## config.mk

```make
export PLATFORM = sky130hd
export DESIGN_NAME = dosing_error_statistics
export DESIGN_NICKNAME = d
export VERILOG_FILES = /design/src/dse_pkg.sv /design/src/dosing_error_statistics.sv /design/src/dse_ram.sv /design/src/dse_div.sv /design/src/dse_datapath.sv /design/src/dse_ctrl.sv
export SDC_FILE = /design/constraint.sdc
export NUM_CORES = 1
export LEC_CHECK = 0
export BUFFER_PORTS_ARGS = -buffer_cell sky130_fd_sc_hd__buf_2
export CAP_MARGIN = 5
export CORE_MARGIN = 2
export CORE_UTILIZATION = 35
export CTS_CLUSTER_SIZE = 10
export DETAILED_ROUTE_END_ITERATION = 8
export PLACE_DENSITY = 0.54
export SLEW_MARGIN = 25
export SYNTH_ARGS = -nofsm -noshare
export SYNTH_HDL_FRONTEND = slang
export SYNTH_SLANG_ARGS = --single-unit
```

## constraint.sdc

```tcl
create_clock -name clock -period 5 [get_ports clock]
set_input_delay 1 -clock clock [delete_from_list [all_inputs] [get_ports clock]]
set_output_delay 1 -clock clock [all_outputs]
set_load 0.02 [all_outputs]
```

## src/dse_pkg.sv

```systemverilog
`default_nettype none

package dse_pkg;

   // Field widths of the stream payload and the registers.
   localparam int WEIGHT_W      = 16;
   localparam int TARGET_W      = 16;
   localparam int INTERVAL_W    = 16;
   localparam int ERR_W         = 17;
   localparam int ENTRIES_W     = 4;
   localparam int MEAN_W        = 21;
   localparam int DISP_W        = 20;
   localparam int TOTAL_W       = 32;
   localparam int FRAC_W        = 4;
   localparam int REQ_DATA_W    = 16;
   localparam int RSP_DATA_W    = 176;

   // Defaults.
   localparam int HISTORY_DEPTH_DEF = 10;
   localparam logic [TARGET_W-1:0]   TARGET_RST   = '0;
   localparam logic [INTERVAL_W-1:0] INTERVAL_RST = 16'd10;

   // Register map.
   localparam int CSR_IDX_W  = 1;
   localparam int CSR_DATA_W = 16;
   localparam logic [CSR_IDX_W-1:0] CSR_TARGET_WEIGHT = 1'b0;
   localparam logic [CSR_IDX_W-1:0] CSR_SAVE_INTERVAL = 1'b1;

   // Sequencer states.
   typedef enum logic [2:0] {
      ST_IDLE,
      ST_READ,
      ST_UPDATE,
      ST_START,
      ST_DIVIDE,
      ST_RESULT
   } ctrl_state_type;

   // Commands from the controller to the datapath.
   typedef struct packed {
      logic capture;
      logic read;
      logic update;
      logic start;
      logic finish;
   } dse_cmd_type;

   // Status from the datapath to the controller.
   typedef struct packed {
      logic div_done;
   } dse_status_type;

endpackage

`default_nettype wire

```

## src/dosing_error_statistics.sv

```systemverilog
`default_nettype none

// Dosing error statistics. Each request transaction carries the final weight
// of one finished dose and yields exactly one response transaction. When the
// target weight register is nonzero the dose is recorded: its weight and its
// error against the target enter a ring of the last HISTORY_DEPTH doses, and
// the cumulative dose, gram, target and error totals advance (all wrap at 32
// bits). The response reports the window weight sum and entry count, the
// window mean error in grams with 4 fraction bits (truncated toward zero,
// zero when the window is empty), the totals, and a save-due flag every
// save_interval recorded doses. One dose is handled at a time: a ring read
// and update, then the bit-serial divider that reduces the dose count by the
// save interval (the mean divider runs alongside it and finishes sooner),
// then the result is registered. The ring needs no clearing pass after
// reset; its entries only count once the window is full. Configuration must
// be written through the csr_ port while no dose is in flight; the block
// itself does not enforce this.
module dosing_error_statistics #(
   parameter int HISTORY_DEPTH = dse_pkg::HISTORY_DEPTH_DEF
) (
   input  wire logic                             clock,
   input  wire logic                             reset,
   input  wire logic                             req_tvalid,
   output logic                                  req_tready,
   // [15:0] final_weight
   input  wire logic [dse_pkg::REQ_DATA_W-1:0]   req_tdata,
   output logic                                  rsp_tvalid,
   input  wire logic                             rsp_tready,
   // [0] recorded, [1] save_due, [5:2] entries_held, [26:6] mean_error_q4,
   // [46:27] window_dispensed, [78:47] dose_total, [110:79] grams_total,
   // [142:111] target_total, [174:143] error_total, [175] zero
   output logic      [dse_pkg::RSP_DATA_W-1:0]   rsp_tdata,
   input  wire logic                             csr_we,
   input  wire logic [dse_pkg::CSR_IDX_W-1:0]    csr_index,
   input  wire logic [dse_pkg::CSR_DATA_W-1:0]   csr_wdata
);

   dse_pkg::dse_cmd_type    cmd;
   dse_pkg::dse_status_type status;

   // Sequencer.
   dse_ctrl u_ctrl (
      .clock      (clock),
      .reset      (reset),
      .req_tvalid (req_tvalid),
      .req_tready (req_tready),
      .rsp_tvalid (rsp_tvalid),
      .rsp_tready (rsp_tready),
      .status     (status),
      .cmd        (cmd)
   );

   // Ring, sums, totals and dividers.
   dse_datapath #(
      .HISTORY_DEPTH (HISTORY_DEPTH)
   ) u_datapath (
      .clock     (clock),
      .reset     (reset),
      .cmd       (cmd),
      .status    (status),
      .req_data  (req_tdata),
      .csr_we    (csr_we),
      .csr_index (csr_index),
      .csr_wdata (csr_wdata),
      .rsp_data  (rsp_tdata)
   );

`ifndef ASSERT_OFF
   // Only one dose is in flight: the block never offers a result while open for input.
   assert property (@(posedge clock) disable iff (reset)
      !(req_tready && rsp_tvalid))
      else $error("request and response sides active together");

   // A dose that was not recorded can never raise the save flag.
   assert property (@(posedge clock) disable iff (reset)
      (rsp_tvalid && !rsp_tdata[0]) |-> !rsp_tdata[1])
      else $error("save_due without a recorded dose");

   // Once a response transaction completes, the block takes the next dose.
   assert property (@(posedge clock) disable iff (reset)
      (rsp_tvalid && rsp_tready) |=> req_tready)
      else $error("not ready after response transaction");

   // A newly accepted dose never produces a response in the next cycle.
   assert property (@(posedge clock) disable iff (reset)
      (req_tvalid && req_tready) |=> !rsp_tvalid)
      else $error("response too early after request transaction");
`endif

endmodule

`default_nettype wire

```

## src/dse_ram.sv

```systemverilog
`default_nettype none

module dse_ram #(
   parameter int WIDTH = 8,
   parameter int DEPTH = 16
) (
   input  wire logic                     clock,
   input  wire logic                     we,
   input  wire logic [$clog2(DEPTH)-1:0] waddr,
   input  wire logic [WIDTH-1:0]         wdata,
   input  wire logic                     re,
   input  wire logic [$clog2(DEPTH)-1:0] raddr,
   output logic      [WIDTH-1:0]         rdata
);

   logic [WIDTH-1:0] mem_ff [DEPTH];
   logic [WIDTH-1:0] rdata_ff;

   // One write port and one registered read port.
   always_ff @(posedge clock) begin
      if (we) begin
         mem_ff[waddr] <= wdata;
      end
      if (re) begin
         rdata_ff <= mem_ff[raddr];
      end
   end

   assign rdata = rdata_ff;

endmodule

`default_nettype wire

```

## src/dse_div.sv

```systemverilog
`default_nettype none

module dse_div #(
   parameter int DVD_W = 32,
   parameter int DVS_W = 16
) (
   input  wire logic             clock,
   input  wire logic             reset,
   input  wire logic             start,
   input  wire logic [DVD_W-1:0] dividend,
   input  wire logic [DVS_W-1:0] divisor,
   output logic      [DVD_W-1:0] quotient,
   output logic      [DVS_W-1:0] remainder,
   output logic                  done
);

   localparam int CNT_W = $clog2(DVD_W + 1);

   logic [DVD_W-1:0] quo_ff, quo_in;
   logic [DVS_W-1:0] rem_ff, rem_in;
   logic [CNT_W-1:0] cnt_ff, cnt_in;
   logic             busy_ff, busy_in;
   logic             done_ff, done_in;
   logic [DVS_W:0]   shifted;
   logic [DVS_W:0]   diff;
   logic             fits;

   // One restoring step: bring down the next dividend bit and try a subtract.
   assign shifted = {rem_ff, quo_ff[DVD_W-1]};
   assign diff    = shifted - {1'b0, divisor};
   assign fits    = shifted >= {1'b0, divisor};

   always_comb begin
      quo_in  = quo_ff;
      rem_in  = rem_ff;
      cnt_in  = cnt_ff;
      busy_in = busy_ff;
      done_in = done_ff;
      if (start) begin
         quo_in  = dividend;
         rem_in  = '0;
         cnt_in  = CNT_W'(DVD_W);
         busy_in = 1'b1;
         done_in = 1'b0;
      end else if (busy_ff) begin
         quo_in = {quo_ff[DVD_W-2:0], fits};
         rem_in = fits ? diff[DVS_W-1:0] : shifted[DVS_W-1:0];
         cnt_in = cnt_ff - 1'b1;
         if (cnt_ff == CNT_W'(1)) begin
            busy_in = 1'b0;
            done_in = 1'b1;
         end
      end
   end

   always_ff @(posedge clock) begin
      if (reset) begin
         busy_ff <= 1'b0;
         done_ff <= 1'b0;
         cnt_ff  <= '0;
      end else begin
         busy_ff <= busy_in;
         done_ff <= done_in;
         cnt_ff  <= cnt_in;
      end
      quo_ff <= quo_in;
      rem_ff <= rem_in;
   end

   assign quotient  = quo_ff;
   assign remainder = rem_ff;
   assign done      = done_ff;

endmodule

`default_nettype wire

```

## src/dse_datapath.sv

```systemverilog
`default_nettype none

module dse_datapath #(
   parameter int HISTORY_DEPTH = dse_pkg::HISTORY_DEPTH_DEF
) (
   input  wire logic                              clock,
   input  wire logic                              reset,
   input  wire dse_pkg::dse_cmd_type              cmd,
   output dse_pkg::dse_status_type                status,
   input  wire logic [dse_pkg::REQ_DATA_W-1:0]    req_data,
   input  wire logic                              csr_we,
   input  wire logic [dse_pkg::CSR_IDX_W-1:0]     csr_index,
   input  wire logic [dse_pkg::CSR_DATA_W-1:0]    csr_wdata,
   output logic      [dse_pkg::RSP_DATA_W-1:0]    rsp_data
);

   localparam int SLOT_W  = $clog2(HISTORY_DEPTH);
   localparam int CNT_W   = $clog2(HISTORY_DEPTH + 1);
   localparam int ESUM_W  = dse_pkg::ERR_W + $clog2(HISTORY_DEPTH);
   localparam int WSUM_W  = dse_pkg::WEIGHT_W + $clog2(HISTORY_DEPTH);
   localparam int NUM_W   = ESUM_W + dse_pkg::FRAC_W;
   localparam int ENT_X_W = (CNT_W > dse_pkg::ENTRIES_W) ? CNT_W : dse_pkg::ENTRIES_W;
   localparam int WS_X_W  = (WSUM_W > dse_pkg::DISP_W) ? WSUM_W : dse_pkg::DISP_W;
   localparam int MN_X_W  = (NUM_W > dse_pkg::MEAN_W) ? NUM_W : dse_pkg::MEAN_W;
   localparam int ENTRY_W = dse_pkg::ERR_W + dse_pkg::WEIGHT_W;
   localparam int TW      = dse_pkg::TOTAL_W;
   localparam int PAD_W   = dse_pkg::RSP_DATA_W - (2 + dse_pkg::ENTRIES_W + dse_pkg::MEAN_W
                                                   + dse_pkg::DISP_W + 4 * TW);

   // Configuration registers.
   logic [dse_pkg::TARGET_W-1:0]   target_ff, target_in;
   logic [dse_pkg::INTERVAL_W-1:0] interval_ff, interval_in;

   // Item and window state.
   logic [dse_pkg::WEIGHT_W-1:0]   weight_ff;
   logic                           rec_ff, rec_in;
   logic [SLOT_W-1:0]              slot_ff, slot_in;
   logic [CNT_W-1:0]               fill_ff, fill_in;
   logic signed [ESUM_W-1:0]       esum_ff, esum_in;
   logic [WSUM_W-1:0]              wsum_ff, wsum_in;
   logic [TW-1:0]                  dose_ff, dose_in;
   logic [TW-1:0]                  grams_ff, grams_in;
   logic [TW-1:0]                  tgt_ff, tgt_in;
   logic [TW-1:0]                  errc_ff, errc_in;
   logic                           due_ff;
   logic [dse_pkg::MEAN_W-1:0]     mean_ff;

   logic signed [dse_pkg::ERR_W-1:0] err;
   logic signed [dse_pkg::ERR_W-1:0] old_err;
   logic [dse_pkg::WEIGHT_W-1:0]     old_w;
   logic                             full;
   logic [ENTRY_W-1:0]               ram_rdata;

   logic signed [NUM_W-1:0]          num;
   logic [NUM_W-1:0]                 mag;
   logic [NUM_W-1:0]                 mean_quo;
   logic [CNT_W-1:0]                 mean_rem;
   logic                             mean_done;
   logic [TW-1:0]                    mod_quo;
   logic [dse_pkg::INTERVAL_W-1:0]   mod_rem;
   logic                             mod_done;
   logic signed [NUM_W-1:0]          mean_s;
   logic signed [MN_X_W-1:0]         mean_x;
   logic [ENT_X_W-1:0]               ent_x;
   logic [WS_X_W-1:0]                wsum_x;

   // Configuration write decode.
   always_comb begin
      target_in   = target_ff;
      interval_in = interval_ff;
      if (csr_we) begin
         unique case (csr_index)
            dse_pkg::CSR_TARGET_WEIGHT: target_in   = csr_wdata;
            dse_pkg::CSR_SAVE_INTERVAL: interval_in = csr_wdata;
            default: ;
         endcase
      end
   end

   // History ring: error in the upper bits, weight in the lower bits.
   dse_ram #(
      .WIDTH (ENTRY_W),
      .DEPTH (HISTORY_DEPTH)
   ) u_ring (
      .clock (clock),
      .we    (cmd.update & rec_ff),
      .waddr (slot_ff),
      .wdata ({err, weight_ff}),
      .re    (cmd.read),
      .raddr (slot_ff),
      .rdata (ram_rdata)
   );

   // The slot being overwritten only counts once the window is full.
   assign full    = fill_ff == CNT_W'(HISTORY_DEPTH);
   assign err     = $signed({1'b0, weight_ff}) - $signed({1'b0, target_ff});
   assign old_err = full ? $signed(ram_rdata[ENTRY_W-1:dse_pkg::WEIGHT_W]) : '0;
   assign old_w   = full ? ram_rdata[dse_pkg::WEIGHT_W-1:0] : '0;

   // Window sums and cumulative totals after a recorded dose.
   always_comb begin
      rec_in   = rec_ff;
      slot_in  = slot_ff;
      fill_in  = fill_ff;
      esum_in  = esum_ff;
      wsum_in  = wsum_ff;
      dose_in  = dose_ff;
      grams_in = grams_ff;
      tgt_in   = tgt_ff;
      errc_in  = errc_ff;
      if (cmd.capture) begin
         rec_in = target_ff != '0;
      end
      if (cmd.update && rec_ff) begin
         slot_in  = (slot_ff == SLOT_W'(HISTORY_DEPTH - 1)) ? '0 : slot_ff + 1'b1;
         fill_in  = full ? fill_ff : fill_ff + 1'b1;
         esum_in  = esum_ff + ESUM_W'(err) - ESUM_W'(old_err);
         wsum_in  = wsum_ff + WSUM_W'(weight_ff) - WSUM_W'(old_w);
         dose_in  = dose_ff + 1'b1;
         grams_in = grams_ff + TW'(weight_ff);
         tgt_in   = tgt_ff + TW'(target_ff);
         errc_in  = errc_ff + TW'(err);
      end
   end

   // Magnitude of the scaled error sum feeds the unsigned divider.
   assign num = esum_ff <<< dse_pkg::FRAC_W;
   assign mag = esum_ff[ESUM_W-1] ? NUM_W'(-num) : NUM_W'(num);

   dse_div #(
      .DVD_W (NUM_W),
      .DVS_W (CNT_W)
   ) u_mean_div (
      .clock     (clock),
      .reset     (reset),
      .start     (cmd.start),
      .dividend  (mag),
      .divisor   (fill_ff),
      .quotient  (mean_quo),
      .remainder (mean_rem),
      .done      (mean_done)
   );

   // Remainder of the dose count by the save interval.
   dse_div #(
      .DVD_W (TW),
      .DVS_W (dse_pkg::INTERVAL_W)
   ) u_save_div (
      .clock     (clock),
      .reset     (reset),
      .start     (cmd.start),
      .dividend  (dose_ff),
      .divisor   (interval_ff),
      .quotient  (mod_quo),
      .remainder (mod_rem),
      .done      (mod_done)
   );

   assign status.div_done = mean_done & mod_done;

   // Restore the sign; truncation toward zero falls out of the magnitude divide.
   assign mean_s = esum_ff[ESUM_W-1] ? -$signed(mean_quo) : $signed(mean_quo);
   assign mean_x = MN_X_W'(mean_s);

   always_ff @(posedge clock) begin
      if (reset) begin
         target_ff   <= dse_pkg::TARGET_RST;
         interval_ff <= dse_pkg::INTERVAL_RST;
         rec_ff      <= 1'b0;
         slot_ff     <= '0;
         fill_ff     <= '0;
         esum_ff     <= '0;
         wsum_ff     <= '0;
         dose_ff     <= '0;
         grams_ff    <= '0;
         tgt_ff      <= '0;
         errc_ff     <= '0;
      end else begin
         target_ff   <= target_in;
         interval_ff <= interval_in;
         rec_ff      <= rec_in;
         slot_ff     <= slot_in;
         fill_ff     <= fill_in;
         esum_ff     <= esum_in;
         wsum_ff     <= wsum_in;
         dose_ff     <= dose_in;
         grams_ff    <= grams_in;
         tgt_ff      <= tgt_in;
         errc_ff     <= errc_in;
      end
      if (cmd.capture) begin
         weight_ff <= req_data[dse_pkg::WEIGHT_W-1:0];
      end
      if (cmd.finish) begin
         due_ff  <= rec_ff && (interval_ff != '0) && (mod_rem == '0);
         mean_ff <= (fill_ff == '0) ? '0 : mean_x[dse_pkg::MEAN_W-1:0];
      end
   end

   // Result packing, highest field first.
   assign ent_x  = ENT_X_W'(fill_ff);
   assign wsum_x = WS_X_W'(wsum_ff);

   assign rsp_data = {{PAD_W{1'b0}}, errc_ff, tgt_ff, grams_ff, dose_ff,
                      wsum_x[dse_pkg::DISP_W-1:0], mean_ff,
                      ent_x[dse_pkg::ENTRIES_W-1:0], due_ff, rec_ff};

endmodule

`default_nettype wire

```

## src/dse_ctrl.sv

```systemverilog
`default_nettype none

module dse_ctrl (
   input  wire logic                    clock,
   input  wire logic                    reset,
   input  wire logic                    req_tvalid,
   output logic                         req_tready,
   output logic                         rsp_tvalid,
   input  wire logic                    rsp_tready,
   input  wire dse_pkg::dse_status_type status,
   output dse_pkg::dse_cmd_type         cmd
);

   dse_pkg::ctrl_state_type state_ff, state_in;

   // Next state.
   always_comb begin
      state_in = state_ff;
      unique case (state_ff)
         dse_pkg::ST_IDLE:   if (req_tvalid) state_in = dse_pkg::ST_READ;
         dse_pkg::ST_READ:   state_in = dse_pkg::ST_UPDATE;
         dse_pkg::ST_UPDATE: state_in = dse_pkg::ST_START;
         dse_pkg::ST_START:  state_in = dse_pkg::ST_DIVIDE;
         dse_pkg::ST_DIVIDE: if (status.div_done) state_in = dse_pkg::ST_RESULT;
         dse_pkg::ST_RESULT: if (rsp_tready) state_in = dse_pkg::ST_IDLE;
         default:            state_in = dse_pkg::ST_IDLE;
      endcase
   end

   // Handshake and datapath commands.
   always_comb begin
      req_tready = 1'b0;
      rsp_tvalid = 1'b0;
      cmd        = '0;
      unique case (state_ff)
         dse_pkg::ST_IDLE: begin
            req_tready  = 1'b1;
            cmd.capture = req_tvalid;
         end
         dse_pkg::ST_READ:   cmd.read   = 1'b1;
         dse_pkg::ST_UPDATE: cmd.update = 1'b1;
         dse_pkg::ST_START:  cmd.start  = 1'b1;
         dse_pkg::ST_DIVIDE: cmd.finish = status.div_done;
         dse_pkg::ST_RESULT: rsp_tvalid = 1'b1;
         default: ;
      endcase
   end

   always_ff @(posedge clock) begin
      if (reset) begin
         state_ff <= dse_pkg::ST_IDLE;
      end else begin
         state_ff <= state_in;
      end
   end

endmodule

`default_nettype wire

```

==> results.sh <==
export IMPL_status="finished clean"
export IMPL_fin_crit_sh_pct=92.6
export IMPL_wl_met3_mm=4.93
export IMPL_grt_start_max_net_pins=80
export IMPL_synth_area_leaders="edfxtp_1 (39%), dfxtp_1 (14%), ha_1 (5.4%)"
export IMPL_antenna_found_initial=10
export IMPL_cts_hold_buf=0
export IMPL_dr_max_layer_used="met5"
export IMPL_io_pins=216
export IMPL_mostFrequentLayoutCell="edfxtp_1"
export IMPL_startpoint_type="register"
export IMPL_hold_path_class="reg2reg"
export IMPL_via_per_inst=5.06
export IMPL_final_setup_skew_ns=0.0423
export IMPL_synth_compound_area_share_pct=11.2
export IMPL_layout_cells_most_common_list="edfxtp_1 (458), nand2_1 (423), a21oi_1 (261), dfxtp_1 (244), buf_2 (213)"
export IMPL_period_needed_ns=4.63
export IMPL_track_usage_pct=18.2
export IMPL_syn_nets=3385
export IMPL_synth_edf_count=458
export IMPL_numPortBuffers=214
export IMPL_total_leakage_power_uw=0.0154
export IMPL_seqCellArea_sq_um=18700
export IMPL_critPathMaxFanout=3
export IMPL_cts_sinks=706
export IMPL_p_per_area_nw_per_um2=390
export IMPL_drt_total_wl_mm=93.1
export IMPL_synth_area_sq_um=34900
export IMPL_vdd_drop_max_v=0.000240
export IMPL_grt_overflow=0
export IMPL_multiInputGateArea_sq_um=15100
export IMPL_worstMarginPinSlew_ns=0.977
export IMPL_cts_root_buf="clkbuf_16"
export IMPL_slew_headroom_pct=34.5
export IMPL_slew_violations=0
export IMPL_postRouteAntennaNets=0
export IMPL_synth_top_area_cell="edfxtp_1"
export IMPL_place_area_sq_um=37900
export IMPL_drive_gt1_share_pct=15.5
export IMPL_dr_pass1_iters=7
export IMPL_rows=115
export IMPL_synth_fa_ha_area_share_pct=7.80
export IMPL_yosysSeqAreaShare_pct=53.6
export IMPL_ys_ff_latch=706
export IMPL_cts_tree="built"
export IMPL_core_area_sq_um=98600
export IMPL_finalSetupViolations=0
export IMPL_grt_pass1_wl_mm=144
export IMPL_synth_cell_types=80
export IMPL_synth_top_area_share_pct=39.4
export IMPL_max_freq_ghz=0.216
export IMPL_ctsHtreeMaxLevel=3
export IMPL_nNetsFinal=3651
export IMPL_cts_setup_buffers=0
export IMPL_crit_required_ns=5.54
export IMPL_first_global_vias=24000
export IMPL_final_area_sq_um=40600
export IMPL_drc=0
export IMPL_clock_latency_ns=0.66
export IMPL_yosys_mux_area_fraction_pct=5.67
export IMPL_clkSlewWorstSetupHoldPaths_ns=0.05
export IMPL_vias=24200
export IMPL_areaGrowthSynthToFinish_pct=16.3
export IMPL_crit_type="reg2reg"
export IMPL_cts_max_path_buffers=3
export IMPL_dp_hpwl_mm=64.5
export IMPL_synth_async_sr_flop_share_pct=0
export IMPL_place_congestion=0.842
export IMPL_filler_cell_count=9444
export IMPL_initial_utilization_pct=35.4
export IMPL_cp_end_kind="register"
export IMPL_dieHeight_microns=320
export IMPL_synthXorXnorAreaFrac_pct=5.35
export IMPL_cts_resized=0
export IMPL_wl_per_cell_microns=19.5
export IMPL_setup_tns_final_ns=0
export IMPL_syn_area_per_cell_sq_um=11.1
export IMPL_numCtsBuffers=84
export IMPL_synthFlopType="edfxtp_1"
export IMPL_arrival_ns=5.17
export IMPL_die_w_microns=320
export IMPL_drt_iter0_markers=1694
export IMPL_die_area_sq_um=102000
export IMPL_wl_met1_mm=41.7
export IMPL_syn_inst=3154
export IMPL_hold_viol_final=0
export IMPL_synth_top_family_by_area="simple AND/OR/NAND/NOR gates"
export IMPL_synthSimpleGateAreaFrac_pct=12.8
export IMPL_rsz0062_at_grt="no"
export IMPL_ys_warn_count=0
export IMPL_routed_wl_met2_mm=44.6
export IMPL_maxCapViolations=0
[routing by layer]
layer  GRT usage [%]  vias up
met1            24.3    11700
met2            30.2      510
li1                -    11800
met4            5.20        2
met3            3.26      107
met5               0        -
[worst paths after layout]
| kind | start | end | slack [ns] | cells past startpoint |
|---|---|---|---|---|
| setup / recovery | u_datapath.weight_ff[0] | u_datapath.esum_ff[20] | 0.37 | 21 |
| hold / removal | u_datapath.esum_ff[5] | u_datapath.esum_ff[5] | 0.47 | 2 |
| setup reg to reg | u_datapath.weight_ff[0] | u_datapath.esum_ff[20] | 0.37 | 21 |
| hold reg to reg | u_datapath.esum_ff[5] | u_datapath.esum_ff[5] | 0.47 | 2 |
[through the flow]
stage | hold WS [ns] | total power (uW) | instances | utilization (%) | worst slack, ns
6_report | 0.468 | 15800 | 4778 | 41.2 | 0.370
5_1_grt | 0.492 | 16700 | 4778 | 41.2 | 0.00450
4_1_cts | 0.470 | 16000 | 4774 | 41.1 | 0.128
3_5_place_dp | 0.462 | 10200 | 4621 | 38.5 | 0.151
3_3_place_gp | 0.453 | 10200 | 4621 | 38.5 | 0.150
2_1_floorplan | 0.436 | 9220 | 3154 | - | 0.154
[cells by family (layout without fill, tap and decap cells)]
| logic type | after synthesis | count (layout) |
|---|---|---|
| simple gates | 977 | 977 |
| flops | 706 | 706 |
| compound gates | 626 | 626 |
| buf+inv | 323 | 656 |
| xor+xnor | 213 | 213 |
| fa+ha+maj | 193 | 193 |
| mux | 115 | 115 |
| other cells | 1 | 5 |
[area by class of cell]
class | instances | share of cell area (%)
inverter | 189 | 1.75
sequential | 706 | 46.1
tap | 1287 | 3.97
multi-input combinational | 2125 | 37.2
clock inverter | 11 | 0.462
clock buffer | 142 | 5.87
timing repair buffer | 314 | 4.60
antenna | 4 | 0.0247
[synth_stat cells, drive strengths merged (28+ instances only)]
cell / instances
edfxtp: 458
nor2b: 62
o21ai: 113
nand2: 424
nand3: 57
nor3: 44
and2: 42
mux2i: 48
ha: 152
clkbuf: 106
dfxtp: 248
a211oi: 62
xnor2: 94
fa: 41
xor2: 119
mux4: 66
inv: 187
a21o: 52
buf: 28
a21oi: 266
nor2: 208
[where the power goes]
part | leakage [uW] | total (uW) | switching, uW | internal, uW
Sequential | 0.00615 | 6740 | 200 | 6540
Clock | 0.00122 | 5750 | 2440 | 3310
Combinational | 0.00801 | 3350 | 1960 | 1390
Total | 0.0154 | 15800 | 4600 | 11200
[sequential cells by signal (all words and copies together) (netlist names), 4 cells and up]
register,flops
u_datapath.dose_ff,32
u_datapath.u_save_div.quotient,32
u_datapath.weight_ff,16
u_datapath.grams_ff,32
u_datapath.ent_x,4
u_datapath.mean_ff,21
u_datapath.slot_ff,4
u_datapath.u_ring.rdata,33
u_datapath.u_mean_div.remainder,4
u_datapath.u_mean_div.quotient,25
u_datapath.u_mean_div.cnt_ff,5
u_datapath.u_ring.mem_ff,330
u_datapath.interval_ff,16
u_datapath.u_save_div.remainder,16
u_datapath.wsum_ff,20
u_datapath.tgt_ff,32
u_datapath.errc_ff,32
u_datapath.u_save_div.cnt_ff,6
u_datapath.esum_ff,21
u_datapath.target_ff,16
[worst max-delay path, cell delays in order (launching register included)]
cell and delay, ns:
edfxtp_1 0.38, inv_1 0.10, ha_1 0.19, inv_1 0.06, fa_2 0.36, a211oi_2 0.26, o21a_1 0.19, o31ai_2 0.12
o41ai_4 0.23, nor2b_1 0.07, o21ai_0 0.14, nand2b_1 0.11, xnor2_2 0.17, fa_1 0.55, inv_1 0.04, ha_1 0.31
nand4_1 0.12, o21ai_1 0.20, a21oi_2 0.10, o21a_1 0.22, o311a_1 0.33, mux2_2 0.26
No activity file was read; power rests on OpenSTA's default activity.
